$ cat config.mk
export PLATFORM = sky130hd
export DESIGN_NAME = positional_circular_list
export DESIGN_NICKNAME = d
export VERILOG_FILES = /design/src/hw/rtl/pcl_pkg.sv /design/src/hw/rtl/pcl_ctrl.sv /design/src/hw/rtl/pcl_dpath.sv /design/src/hw/rtl/positional_circular_list.sv
export SDC_FILE = /design/constraint.sdc
export NUM_CORES = 1
export LEC_CHECK = 0
export BUFFER_PORTS_ARGS = -buffer_cell sky130_fd_sc_hd__clkbuf_2
export CAP_MARGIN = 20
export CORE_MARGIN = 5
export CORE_UTILIZATION = 67
export DETAILED_ROUTE_END_ITERATION = 8
export PLACE_DENSITY = 0.95
export RECOVER_POWER = 50
export SLEW_MARGIN = 20
export SYNTH_ARGS = -nofsm -noshare
export SYNTH_HDL_FRONTEND = slang
export SYNTH_HIERARCHICAL = 1
export SYNTH_SLANG_ARGS = --single-unit
$ cat constraint.sdc
create_clock -name clk -period 8 [get_ports clk]
set_input_delay 1.6 -clock clk [delete_from_list [all_inputs] [get_ports clk]]
set_output_delay 1.6 -clock clk [all_outputs]
set_load 0.03 [all_outputs]
$ cat src/hw/rtl/pcl_pkg.sv
`default_nettype none

package pcl_pkg;

	localparam int FIELD_BITS = 32;
	localparam int POS_BITS = 5;
	localparam int COUNT_BITS = 5;

	typedef enum logic [1:0] {
		OP_INSERT   = 2'd0,
		OP_DELETE   = 2'd1,
		OP_DUMP_FWD = 2'd2,
		OP_DUMP_REV = 2'd3
	} op_t;

	localparam logic [1:0] PL_FRONT = 2'd0;
	localparam logic [1:0] PL_BACK  = 2'd1;
	localparam logic [1:0] PL_AT    = 2'd2;

	typedef enum logic [1:0] {
		ST_OK     = 2'd0,
		ST_EMPTY  = 2'd1,
		ST_FULL   = 2'd2,
		ST_BADPOS = 2'd3
	} status_t;

	typedef enum logic [1:0] {
		SRC_ZERO = 2'd0,
		SRC_HOLD = 2'd1,
		SRC_READ = 2'd2
	} src_t;

	typedef enum logic [2:0] {
		S_IDLE,
		S_DECIDE,
		S_INS,
		S_DEL,
		S_DUMP_RD,
		S_DUMP_OUT,
		S_FINISH
	} state_t;

	typedef struct packed {
		logic [1:0]                   operation;
		logic [1:0]                   place;
		logic [POS_BITS-1:0]          position;
		logic signed [FIELD_BITS-1:0] value;
	} req_t;

	typedef struct packed {
		status_t                      status;
		logic signed [FIELD_BITS-1:0] item_value;
		logic [COUNT_BITS-1:0]        entry_count;
		logic                         last;
	} rsp_t;

	typedef struct packed {
		logic    load;
		logic    init;
		logic    step;
		logic    shift;
		logic    put_val;
		logic    count_dec;
		logic    emit;
		src_t    emit_src;
		status_t emit_status;
		logic    emit_last;
	} cmd_t;

	typedef struct packed {
		status_t chk;
		op_t     op;
		logic    rem_zero;
		logic    rd_vld;
		logic    out_free;
	} sts_t;

endpackage

`default_nettype wire

$ cat src/hw/rtl/pcl_ctrl.sv
`default_nettype none

module pcl_ctrl (
	input  wire logic           clk,
	input  wire logic           arst_n,
	input  wire logic           req_valid,
	output logic                req_ready,
	input  wire pcl_pkg::sts_t  sts,
	output pcl_pkg::cmd_t       cmd
);

	pcl_pkg::state_t state_q;
	pcl_pkg::state_t state_d;

	always_ff @(posedge clk or negedge arst_n) begin
		if (!arst_n) begin
			state_q <= pcl_pkg::S_IDLE;
		end else begin
			state_q <= state_d;
		end
	end

	always_comb begin
		state_d = state_q;
		req_ready = 1'b0;
		cmd = '0;
		cmd.emit_src = pcl_pkg::SRC_ZERO;
		cmd.emit_status = pcl_pkg::ST_OK;
		unique case (state_q)
			pcl_pkg::S_IDLE: begin
				req_ready = 1'b1;
				cmd.load = req_valid;
				if (req_valid) begin
					state_d = pcl_pkg::S_DECIDE;
				end
			end
			pcl_pkg::S_DECIDE: begin
				if (sts.chk != pcl_pkg::ST_OK) begin
					if (sts.out_free) begin
						cmd.emit = 1'b1;
						cmd.emit_status = sts.chk;
						cmd.emit_last = 1'b1;
						state_d = pcl_pkg::S_IDLE;
					end
				end else begin
					cmd.init = 1'b1;
					unique case (sts.op)
						pcl_pkg::OP_INSERT: state_d = pcl_pkg::S_INS;
						pcl_pkg::OP_DELETE: state_d = pcl_pkg::S_DEL;
						pcl_pkg::OP_DUMP_FWD,
						pcl_pkg::OP_DUMP_REV: state_d = pcl_pkg::S_DUMP_RD;
					endcase
				end
			end
			pcl_pkg::S_INS: begin
				cmd.shift = 1'b1;
				if (!sts.rem_zero) begin
					cmd.step = 1'b1;
				end else if (!sts.rd_vld) begin
					cmd.put_val = 1'b1;
					state_d = pcl_pkg::S_FINISH;
				end
			end
			pcl_pkg::S_DEL: begin
				cmd.shift = 1'b1;
				if (!sts.rem_zero) begin
					cmd.step = 1'b1;
				end else if (!sts.rd_vld) begin
					cmd.count_dec = 1'b1;
					state_d = pcl_pkg::S_FINISH;
				end
			end
			pcl_pkg::S_DUMP_RD: begin
				cmd.step = 1'b1;
				state_d = pcl_pkg::S_DUMP_OUT;
			end
			pcl_pkg::S_DUMP_OUT: begin
				if (sts.out_free) begin
					cmd.emit = 1'b1;
					cmd.emit_src = pcl_pkg::SRC_READ;
					cmd.emit_last = sts.rem_zero;
					if (!sts.rem_zero) begin
						cmd.step = 1'b1;
					end else begin
						state_d = pcl_pkg::S_IDLE;
					end
				end
			end
			pcl_pkg::S_FINISH: begin
				if (sts.out_free) begin
					cmd.emit = 1'b1;
					cmd.emit_last = 1'b1;
					cmd.emit_src = (sts.op == pcl_pkg::OP_DELETE) ? pcl_pkg::SRC_HOLD
						: pcl_pkg::SRC_ZERO;
					state_d = pcl_pkg::S_IDLE;
				end
			end
			default: begin
				state_d = pcl_pkg::S_IDLE;
			end
		endcase
	end

	a_emit_only_when_free: assert property (@(posedge clk) disable iff (!arst_n)
		cmd.emit |-> sts.out_free)
		else $error("result issued while output register busy");

	a_put_after_drain: assert property (@(posedge clk) disable iff (!arst_n)
		cmd.put_val |-> (sts.rem_zero && !sts.rd_vld))
		else $error("value written before shift drained");

	a_accept_leads_decide: assert property (@(posedge clk) disable iff (!arst_n)
		(req_valid && req_ready) |=> (state_q == pcl_pkg::S_DECIDE))
		else $error("accepted item not decided");

endmodule

`default_nettype wire

$ cat src/hw/rtl/pcl_dpath.sv
`default_nettype none

module pcl_dpath #(
	parameter int CAPACITY  = 16,
	parameter int DATA_BITS = 32
) (
	input  wire logic          clk,
	input  wire logic          arst_n,
	input  wire pcl_pkg::req_t req,
	input  wire pcl_pkg::cmd_t cmd,
	output pcl_pkg::sts_t      sts,
	output logic               rsp_valid,
	output pcl_pkg::rsp_t      rsp,
	input  wire logic          rsp_ready
);

	localparam int CW = $clog2(CAPACITY + 1);
	localparam int AW = $clog2(CAPACITY);
	localparam int WW = ((CW > pcl_pkg::POS_BITS) ? CW : pcl_pkg::POS_BITS) + 1;
	localparam int FB = pcl_pkg::FIELD_BITS;

	logic [DATA_BITS-1:0] mem [CAPACITY];

	pcl_pkg::op_t         op_q;
	logic [1:0]           place_q;
	logic [pcl_pkg::POS_BITS-1:0] pos_q;
	logic [DATA_BITS-1:0] val_q;
	logic [CW-1:0]        count_q;
	logic [CW-1:0]        idx_q;
	logic [CW-1:0]        ptr_q;
	logic [CW-1:0]        rem_q;
	logic                 rd_vld_s1;
	logic [AW-1:0]        rd_addr_s1;
	logic [DATA_BITS-1:0] rd_data_s1;
	logic                 rsp_valid_q;
	pcl_pkg::rsp_t        rsp_q;

	pcl_pkg::status_t     chk;
	logic [WW-1:0]        n_w;
	logic [WW-1:0]        pos_w;
	logic [WW-1:0]        cnt_w;
	logic [WW-1:0]        idx_w;
	logic [CW-1:0]        chk_idx;
	logic                 out_free;
	logic                 ptr_up;
	logic                 shift_wr;
	logic                 grab_rm;
	logic                 wr_en;
	logic [AW-1:0]        wr_addr;
	logic [DATA_BITS-1:0] wr_data;
	logic [DATA_BITS-1:0] sel_data;
	logic [DATA_BITS+FB-1:0] in_wide;
	logic [DATA_BITS+FB-1:0] out_wide;

	assign n_w = WW'(count_q);
	assign pos_w = WW'(pos_q);
	assign cnt_w = WW'(count_q);

	always_comb begin
		chk = pcl_pkg::ST_OK;
		idx_w = '0;
		unique case (op_q)
			pcl_pkg::OP_INSERT: begin
				if (count_q == CW'(CAPACITY)) begin
					chk = pcl_pkg::ST_FULL;
				end else if (place_q == pcl_pkg::PL_FRONT) begin
					idx_w = '0;
				end else if (place_q == pcl_pkg::PL_BACK) begin
					idx_w = n_w;
				end else if (place_q == pcl_pkg::PL_AT && pos_w != '0
						&& pos_w <= n_w + WW'(1)) begin
					idx_w = pos_w - WW'(1);
				end else begin
					chk = pcl_pkg::ST_BADPOS;
				end
			end
			pcl_pkg::OP_DELETE: begin
				if (count_q == '0) begin
					chk = pcl_pkg::ST_EMPTY;
				end else if (place_q == pcl_pkg::PL_FRONT) begin
					idx_w = '0;
				end else if (place_q == pcl_pkg::PL_BACK) begin
					idx_w = n_w - WW'(1);
				end else if (place_q == pcl_pkg::PL_AT && pos_w != '0
						&& pos_w <= n_w) begin
					idx_w = pos_w - WW'(1);
				end else begin
					chk = pcl_pkg::ST_BADPOS;
				end
			end
			pcl_pkg::OP_DUMP_FWD,
			pcl_pkg::OP_DUMP_REV: begin
				if (count_q == '0) begin
					chk = pcl_pkg::ST_EMPTY;
				end
			end
		endcase
	end

	assign chk_idx = idx_w[CW-1:0];
	assign out_free = !rsp_valid_q || rsp_ready;
	assign ptr_up = (op_q == pcl_pkg::OP_DELETE) || (op_q == pcl_pkg::OP_DUMP_FWD);

	assign sts.chk = chk;
	assign sts.op = op_q;
	assign sts.rem_zero = (rem_q == '0);
	assign sts.rd_vld = rd_vld_s1;
	assign sts.out_free = out_free;

	// latch the item
	assign in_wide = {{DATA_BITS{1'b0}}, req.value};

	always_ff @(posedge clk or negedge arst_n) begin
		if (!arst_n) begin
			op_q <= pcl_pkg::OP_INSERT;
		end else if (cmd.load) begin
			op_q <= pcl_pkg::op_t'(req.operation);
		end
	end

	always_ff @(posedge clk) begin
		if (cmd.load) begin
			place_q <= req.place;
			pos_q <= req.position;
			val_q <= in_wide[DATA_BITS-1:0];
		end else if (grab_rm) begin
			val_q <= rd_data_s1;
		end
	end

	// walk pointer and remaining reads
	always_ff @(posedge clk or negedge arst_n) begin
		if (!arst_n) begin
			idx_q <= '0;
			ptr_q <= '0;
			rem_q <= '0;
		end else if (cmd.init) begin
			idx_q <= chk_idx;
			unique case (op_q)
				pcl_pkg::OP_INSERT: begin
					ptr_q <= count_q - CW'(1);
					rem_q <= count_q - chk_idx;
				end
				pcl_pkg::OP_DELETE: begin
					ptr_q <= chk_idx;
					rem_q <= count_q - chk_idx;
				end
				pcl_pkg::OP_DUMP_FWD: begin
					ptr_q <= '0;
					rem_q <= count_q;
				end
				pcl_pkg::OP_DUMP_REV: begin
					ptr_q <= count_q - CW'(1);
					rem_q <= count_q;
				end
			endcase
		end else if (cmd.step) begin
			ptr_q <= ptr_up ? ptr_q + CW'(1) : ptr_q - CW'(1);
			rem_q <= rem_q - CW'(1);
		end
	end

	always_ff @(posedge clk or negedge arst_n) begin
		if (!arst_n) begin
			count_q <= '0;
			rd_vld_s1 <= 1'b0;
		end else begin
			rd_vld_s1 <= cmd.step;
			if (cmd.put_val) begin
				count_q <= count_q + CW'(1);
			end else if (cmd.count_dec) begin
				count_q <= count_q - CW'(1);
			end
		end
	end

	// entry memory: one write and one registered read per cycle
	assign grab_rm = cmd.shift && rd_vld_s1 && (op_q == pcl_pkg::OP_DELETE)
		&& (rd_addr_s1 == idx_q[AW-1:0]);
	assign shift_wr = cmd.shift && rd_vld_s1
		&& ((op_q == pcl_pkg::OP_INSERT) || (rd_addr_s1 != idx_q[AW-1:0]));
	assign wr_en = cmd.put_val || shift_wr;
	assign wr_data = cmd.put_val ? val_q : rd_data_s1;

	always_comb begin
		if (cmd.put_val) begin
			wr_addr = idx_q[AW-1:0];
		end else if (op_q == pcl_pkg::OP_INSERT) begin
			wr_addr = rd_addr_s1 + AW'(1);
		end else begin
			wr_addr = rd_addr_s1 - AW'(1);
		end
	end

	always_ff @(posedge clk) begin
		if (wr_en) begin
			mem[wr_addr] <= wr_data;
		end
	end

	always_ff @(posedge clk) begin
		if (cmd.step) begin
			rd_addr_s1 <= ptr_q[AW-1:0];
			rd_data_s1 <= mem[ptr_q[AW-1:0]];
		end
	end

	// result register
	always_comb begin
		unique case (cmd.emit_src)
			pcl_pkg::SRC_HOLD: sel_data = val_q;
			pcl_pkg::SRC_READ: sel_data = rd_data_s1;
			default:           sel_data = '0;
		endcase
	end

	assign out_wide = {{FB{sel_data[DATA_BITS-1]}}, sel_data};

	always_ff @(posedge clk or negedge arst_n) begin
		if (!arst_n) begin
			rsp_valid_q <= 1'b0;
		end else if (cmd.emit) begin
			rsp_valid_q <= 1'b1;
		end else if (rsp_ready) begin
			rsp_valid_q <= 1'b0;
		end
	end

	always_ff @(posedge clk) begin
		if (cmd.emit) begin
			rsp_q.status <= cmd.emit_status;
			rsp_q.item_value <= signed'(out_wide[FB-1:0]);
			rsp_q.entry_count <= cnt_w[pcl_pkg::COUNT_BITS-1:0];
			rsp_q.last <= cmd.emit_last;
		end
	end

	assign rsp_valid = rsp_valid_q;
	assign rsp = rsp_q;

	a_count_bound: assert property (@(posedge clk) disable iff (!arst_n)
		count_q <= CW'(CAPACITY))
		else $error("entry count above capacity");

	a_no_put_when_full: assert property (@(posedge clk) disable iff (!arst_n)
		cmd.put_val |-> (count_q < CW'(CAPACITY)))
		else $error("insert into full list");

	a_no_drop_when_empty: assert property (@(posedge clk) disable iff (!arst_n)
		cmd.count_dec |-> (count_q != '0))
		else $error("delete from empty list");

	a_count_steps_by_one: assert property (@(posedge clk) disable iff (!arst_n)
		(!cmd.put_val && !cmd.count_dec) |=> $stable(count_q))
		else $error("entry count changed without command");

endmodule

`default_nettype wire

$ cat src/hw/rtl/positional_circular_list.sv
`default_nettype none

// Ordered list of up to CAPACITY values of DATA_BITS each, held in one
// single-port-write, registered-read memory in list order. A request
// inserts at the front, back or a 1-based position, deletes at the front,
// back or a position, or dumps the list forward or reversed; every request
// gives one response (status, value, entry count, last), a dump one per
// entry with last on the final one. Failed requests leave the list
// unchanged. The memory port sets the pace: an insert or delete moves each
// entry behind its index, and each moved entry costs one read and one write
// through the port; a dump reads each entry once through it. A new request
// is taken once the previous one has handed its last response to the output
// register.
module positional_circular_list #(
	parameter int CAPACITY  = 16,
	parameter int DATA_BITS = 32
) (
	input  wire logic          clk,
	input  wire logic          arst_n,
	input  wire logic          req_valid,
	output logic               req_ready,
	input  wire pcl_pkg::req_t req,
	output logic               rsp_valid,
	input  wire logic          rsp_ready,
	output pcl_pkg::rsp_t      rsp
);

	pcl_pkg::cmd_t cmd;
	pcl_pkg::sts_t sts;

	pcl_ctrl u_ctrl (
		.clk       (clk),
		.arst_n    (arst_n),
		.req_valid (req_valid),
		.req_ready (req_ready),
		.sts       (sts),
		.cmd       (cmd)
	);

	pcl_dpath #(
		.CAPACITY  (CAPACITY),
		.DATA_BITS (DATA_BITS)
	) u_dpath (
		.clk       (clk),
		.arst_n    (arst_n),
		.req       (req),
		.cmd       (cmd),
		.sts       (sts),
		.rsp_valid (rsp_valid),
		.rsp       (rsp),
		.rsp_ready (rsp_ready)
	);

endmodule

`default_nettype wire

==> results.md, run 1 <==
- Worst R2R End: u_dpath/ptr_q[2]$_DFFE_PN0P_
- Die ar.: 0.0437 sq mm
- Crit path max-delay cell type: clkbuf_1
- Crit path arrival time: 6710 ps
- DRT Wirelength: 68,000 um
- Worst Clk Skew: 30.2 ps
- PD cells: 402 mW/mm^2
- Initial Util: 67.3%
- Clock net sink count: 652
- Status: complete, but fails checks
- Gr usage total: 31.4%
- Compound-Gate Fraction of Synth Area: 3.36%
- Max H-tree Level: 2
- DR DRC count: 0
- WS Path Type: flop to flop
- Startpoint Class: flop
- Total grt overflow: 0
- Number of max-cap violations: 7
- Synth-to-layout area growth: 11.4%
- Seq/Total Area, Yosys: 73.2%
- Post-place setup slack: 3400 ps
- Async set-reset flop share out of synthesis: 3.83%
- R2R Path Start: u_dpath/ptr_q[1]$_DFFE_PN0P_
- Synthesized area: 0.0266 sq mm
- Max incr delay on CP: 3280 ps
- Wire per inst: 33.9 um
- Max Clk Rate: 161 MHz
- Routed Antenna Nets: 0
- Port bufs: 86
- Syn Nets: 1,396
- Post-synth EDFFs: 627
- Pre-antenna DRT Iters: 6
- Xor/xnor share of the synthesized area: 0.923%
- Setup Fix Bufs, Post-CTS: 0
- Reg2Reg Setup Slack: 1800 ps
- Pin count of the biggest net entering global routing: 75
- Setup TNS: 0 ps
- Final Core Density: 75.0%
- Synth Area in Simple Gates: 2.78%
- Worst hold margin: 600 ps
- # fillers: 2,037
- WP buf/inv: 2
- Crit Path Max Fanout: 74
- Drt via density: 7.21
- Tmin final: 6200 ps
- Leakage: 9.48 nW
- Row count: 73
- Delay-heaviest family, CP: buffers and inverters
- Number of antenna diodes: 0
- Final hold viol count: 0
- Worst hold path startpoint: u_dpath/rd_data_s1[21]$_DFFE_PP_
- CTS max path bufs: 3
- Total power: 11.9 mW
- Iteration-0 DRC Markers: 2,473
- CP cell instances: clkbuf_1 > inv_1 > fa_1 > xnor2_1 > mux2_2 > o21a_1
- RSZ-0062 raised after global routing: false
- Post-CTS Resized: 0
- Vias in the first global route: 14,900
- Failing checks: max-capacitance violations, max-slew violations
- Worst Hold Path Cells: 1
- Vias post-DR: 14,500
- Clk root buf: clkbuf_16
- Cts bufs inserted: 61
- Core ar.: 0.0395 sq mm
- Initial antenna violation count: 1
- Main combinational cell family by area after synthesis: multiplexers
- Layout cell share with drive strength beyond 1: 25.7%
- Min-delay worst type: flop to flop
- CTS tree: built
- Worst hold path endpoint: u_dpath/val_q[21]$_DFFE_PP_
- Hold buffers post-CTS: 0
- Post-Synth Adder-Cell Area: 1.64%
- Routability cong.: 0.850
- Post-Synthesis Cells: 1,318
- Cell variety after synth: 58
- Synth Register Bits: 652
- Worst-path clk slew: 70 ps
- Top FF cell, synth: edfxtp_1
- Worst Path Required: 8510 ps
- Die width: 209 um
- Mux contribution to synthesized area: 16.5%
- Pins Over Slew Limit: 270
- Worst Tran Pin Value: 4580 ps
- Syn_area_per_cell: 20.2 sq um
- CP Depth: 6
- Peak supply drop: 229 uV
- Die Y: 209 um
- Detailed Place HPWL: 35,900 um
- Setup ws final: 1800 ps
- CP Capture Type: flop
- Reg2Reg Depth: 6
- Io pins: 87
- NumNets Final: 1,509
- Fin crit share: 77.5%
- Yosys warnings: 6
- Slew HR: -205%
- Insertion delay to the later sink of the worst-skew pair: 640 ps
- Commonest non-fill, non-tap cells in the layout: 627 x edfxtp_1, 160 x mux4_2, 62 x clkbuf_16
- Most common cell after layout, fill and taps aside: edfxtp_1
- First-pass GRT wire length: 99,800 um
- Final setup fails: 0
==> cells in the mapped netlist (5+ instances only) <==
| cell type | count | area, sq um |
|---|---|---|
| buf_2 | 9 | 45.0 |
| nand2b_1 | 7 | 43.8 |
| ha_1 | 30 | 375 |
| buf_1 | 7 | 26.3 |
| nor3_1 | 12 | 60.1 |
| xor2_1 | 8 | 70.1 |
| mux2i_1 | 5 | 50.1 |
| xnor2_1 | 20 | 175 |
| nor2_1 | 70 | 263 |
| o32ai_1 | 7 | 61.3 |
| nand3_1 | 8 | 40.0 |
| a21oi_1 | 23 | 115 |
| o21ai_0 | 13 | 65.1 |
| nand2_1 | 28 | 105 |
| o21a_1 | 6 | 45.0 |
| edfxtp_1 | 627 | 18800 |
| dfrtp_1 | 25 | 626 |
| inv_1 | 30 | 113 |
| mux4_2 | 160 | 3600 |
| a22oi_1 | 36 | 270 |
| o22ai_1 | 5 | 31.3 |
| nor2b_1 | 6 | 37.5 |
| clkbuf_1 | 44 | 165 |
| a31oi_1 | 5 | 31.3 |
| mux2_2 | 65 | 732 |
| a21o_1 | 5 | 37.5 |
==> cell type report <==
class / count / area, sq um / share of cell area (%)
Sequential cell: 652 / 19500 / 65.8
Multi-Input combinational cell: 568 / 6830 / 23.1
Timing Repair Buffer: 116 / 606 / 2.05
Clock buffer: 72 / 1590 / 5.37
Tap cell: 525 / 657 / 2.22
Clock inverter: 40 / 334 / 1.13
Inverter: 32 / 120 / 0.406
==> worst max-delay path by stage <==
| stage | from | end | slack (ps) |
|---|---|---|---|
| 5_1_grt | u_dpath/ptr_q[1]$_DFFE_PN0P_ | u_dpath/ptr_q[2]$_DFFE_PN0P_ | 1610 |
| 4_1_cts | u_dpath/rem_q[0]$_DFFE_PN0P_ | u_dpath/mem[3][6]$_DFFE_PP_ | 3230 |
| 3_3_place_gp | u_dpath/count_q[0]$_DFFE_PN0P_ | u_dpath/rsp[16]$_DFFE_PP_ | 3560 |
| 3_5_place_dp | u_dpath/rem_q[0]$_DFFE_PN0P_ | u_dpath/mem[3][2]$_DFFE_PP_ | 3400 |
| 6_report | u_dpath/ptr_q[1]$_DFFE_PN0P_ | u_dpath/ptr_q[2]$_DFFE_PN0P_ | 1800 |
| 2_1_floorplan | u_dpath/count_q[1]$_DFFE_PN0P_ | u_dpath/rsp[0]$_DFFE_PP_ | 3030 |
==> per-stage QoR <==
| step | instance area [sq um] | instances |
|---|---|---|
| final | 29600 | 2005 |
| after global routing | 29600 | 2005 |
| after CTS | 29700 | 2004 |
| after detailed placement | 27700 | 1892 |
| after global placement | 27700 | 1892 |
| after floorplan | 26600 | 1318 |
==> worst register-to-register path: stages (launching register included) <==
cell      delay, ps
dfrtp_4        1050
clkbuf_1       3300
inv_1           480
fa_1            640
xnor2_1         150
mux2_2          280
o21a_1          190
==> routing by layer <==
layer,share of wire [%],global-route usage (%)
met1,33,41.1
met2,51,52.8
met3,11,6.23
met4,5.1,13.1
met5,0.019,0
==> where the power goes <==
part | leakage [nW] | internal (mW) | switching, mW
combinational | 2.55 | 1.57 | 2.30
clock | 0.949 | 1.55 | 1.26
sequential | 5.98 | 4.74 | 0.472
==> flip-flops by register name, summed over array words and instances, names as in the netlist <==
name	cells
u_ctrl/state_q	3
u_dpath/idx_q	4
u_dpath/rd_addr_s1	4
u_dpath/place_q	2
u_dpath/mem	512
u_dpath/op_q	2
u_dpath/rd_data_s1	32
u_dpath/val_q	32
u_dpath/rsp_valid	1
u_dpath/ptr_q	4
u_dpath/rem_q	5
u_dpath/count_q	5
u_dpath/pos_q	5
u_dpath/rd_vld_s1	1
u_dpath/rsp	40
==> logic make-up (layout without fill, tap and decap cells) <==
kind of cell    count (synthesis)  in the layout
xor+xnor                       28             28
fa+ha+maj                      33             33
flops                         652            652
simple gates                  151            151
mux                           230            230
buf+inv                        98            260
compound gates                126            126
No activity file was read; power rests on OpenSTA's default activity.
==> inputs of run 2 (changes only) <==
- CORE_UTILIZATION: 67 -> 62
- PLACE_DENSITY: 0.95 -> 0.9
- clock period: 8 -> 6.2 ns (I/O delays scaled with it)
==> results.md, run 2 (same netlist as run 1, synthesis figures left out) <==
- Status: complete, but fails checks
- Failing checks: max-capacitance violations, max-slew violations
- Routed Antenna Nets: 0
- Largest register FFs: 512
- Reg2Reg Setup Slack: 740 ps
- Initial Util: 63.0%
- Drt via density: 7.01
- Core ar.: 0.0421 sq mm
- CTS tree: built
- Total power: 15.3 mW
- WS Path Type: input port to flop
- Die width: 217 um
- Leakage: 9.49 nW
- Non-filler instance count after layout: 2,024
- Post-place setup slack: 1410 ps
- Reg with most FFs: u_dpath/mem
- Max Clk Rate: 179 MHz
- Met1 WL: 22,400 um
- Metal3 WL: 7320 um
- Cts bufs inserted: 61
- WP buf/inv: 3
- CP cell instances: clkbuf_2 > nand2b_1 > inv_1 > o21ai_0 > a32oi_1 > nor2_1 > clkbuf_1
- Row count: 75
- Worst Path Required: 6420 ps
- Port bufs: 86
- Clk root buf: clkbuf_16
- CTS max path bufs: 3
- Total grt overflow: 0
- Slew HR: -149%
- Worst Clk Skew: 30.3 ps
- Max H-tree Level: 2
- Commonest non-fill, non-tap cells in the layout: 627 x edfxtp_1, 160 x mux4_2, 62 x clkbuf_16
- Vias in the first global route: 14,700
- Vias post-DR: 14,200
- DRT Wirelength: 67,000 um
- Dpl cells: 1,910
- Placed Area: 0.0278 sq mm
- Final hold viol count: 0
- Pin count of the biggest net entering global routing: 79
- Worst Hold Path Cells: 2
- First-pass GRT wire length: 97,700 um
- WL met2: 34,100 um
- Tmin final: 5590 ps
- Peak supply drop: 292 uV
- Detailed Place HPWL: 35,600 um
- Final setup fails: 0
- Pre-antenna DRT Iters: 6
- Worst hold path startpoint: u_dpath/val_q[21]$_DFFE_PP_
- DR top layer: met4
- Post-CTS Resized: 0
- Initial antenna violation count: 1
- Gr usage total: 28.7%
- Worst-path clk slew: 60 ps
- Routability cong.: 0.878
- CP Capture Type: flop
- RSZ-0062 raised after global routing: false
- Worst R2R End: u_dpath/mem[15][28]$_DFFE_PP_
- Finished Cell Area: 0.0297 sq mm
- Iteration-0 DRC Markers: 2,156
- Fin crit share: 90.1%
- NumNets Final: 1,513
- Io pins: 87
- Crit Path Max Fanout: 30
- Setup Fix Bufs, Post-CTS: 0
- Most common cell after layout, fill and taps aside: edfxtp_1
- Die ar.: 0.0471 sq mm
- Max incr delay on CP: 2460 ps
- Crit path max-delay cell type: nor2_1
- Synth-to-layout area growth: 11.6%
- Startpoint Class: input port
- Pins Over Slew Limit: 392
- Worst Tran Pin Value: 3730 ps
- Layout cell share with drive strength beyond 1: 25.7%
- Reg2Reg Depth: 12
- Crit path arrival time: 5810 ps
- Delay-heaviest family, CP: simple AND/OR/NAND/NOR gates
- R2R Path Start: u_dpath/rem_q[0]$_DFFE_PN0P_
- Setup ws final: 611 ps
- Number of max-cap violations: 12
- Die Y: 217 um
- Min-delay worst type: flop to flop
- Setup TNS: 0 ps
- PD cells: 517 mW/mm^2
- Wire per inst: 33.1 um
- Worst hold path endpoint: u_dpath/rsp[27]$_DFFE_PP_
- Insertion delay to the later sink of the worst-skew pair: 660 ps
- Clock net sink count: 652
- # fillers: 2,387
- Hold buffers post-CTS: 0
- DR DRC count: 0
## run 2: routing by layer
| layer | vias up | GRT usage (%) |
|---|---|---|
| li1 | 5645 | - |
| met1 | 7200 | 36.6 |
| met2 | 1119 | 48.9 |
| met3 | 224 | 6.18 |
| met4 | 0 | 11.6 |
| met5 | - | 0 |
## run 2: power by group
part	switching [mW]	leakage, nW	internal (mW)
clock	1.66	0.966	2.04
sequential	0.438	5.98	6.13
combinational	3.05	2.55	2.01
## run 2: area by class of cell
cell class	instances	area, sq um	area share, %
inverter	32	120	0.405
antenna	1	2.50	0.00844
multi-input combinational	568	6830	23.0
clock buffer	70	1580	5.33
tap	539	674	2.27
clock inverter	42	380	1.28
timing repair buffer	120	604	2.04
sequential	652	19500	65.6
## run 2: metrics by stage
stage                     hold slack, ps  util [%]
after detailed placement             575      66.0
after floorplan                      423         -
final                                600      70.4
after global routing                 625      70.4
after global placement               569      66.0
after CTS                            598      70.6
## run 2: how the worst max path moves through the flow
stage,to,depth (start not counted),start
after floorplan,u_dpath/rsp[0]$_DFFE_PP_,12,u_dpath/count_q[1]$_DFFE_PN0P_
after global placement,u_dpath/rsp[14]$_DFFE_PP_,13,u_dpath/count_q[1]$_DFFE_PN0P_
after detailed placement,u_dpath/rsp[19]$_DFFE_PP_,13,u_dpath/count_q[1]$_DFFE_PN0P_
after CTS,u_dpath/rsp[29]$_DFFE_PP_,13,u_dpath/count_q[1]$_DFFE_PN0P_
after global routing,u_dpath/mem[15][17]$_DFFE_PP_,12,u_dpath/rem_q[0]$_DFFE_PN0P_
final,u_dpath/rd_data_s1[26]$_DFFE_PP_,7,rsp_ready
## run 2: worst min-delay path: stages, from the launching register on
cell and delay [ps]:
edfxtp_1 340, a22oi_1 70, nor2_1 80
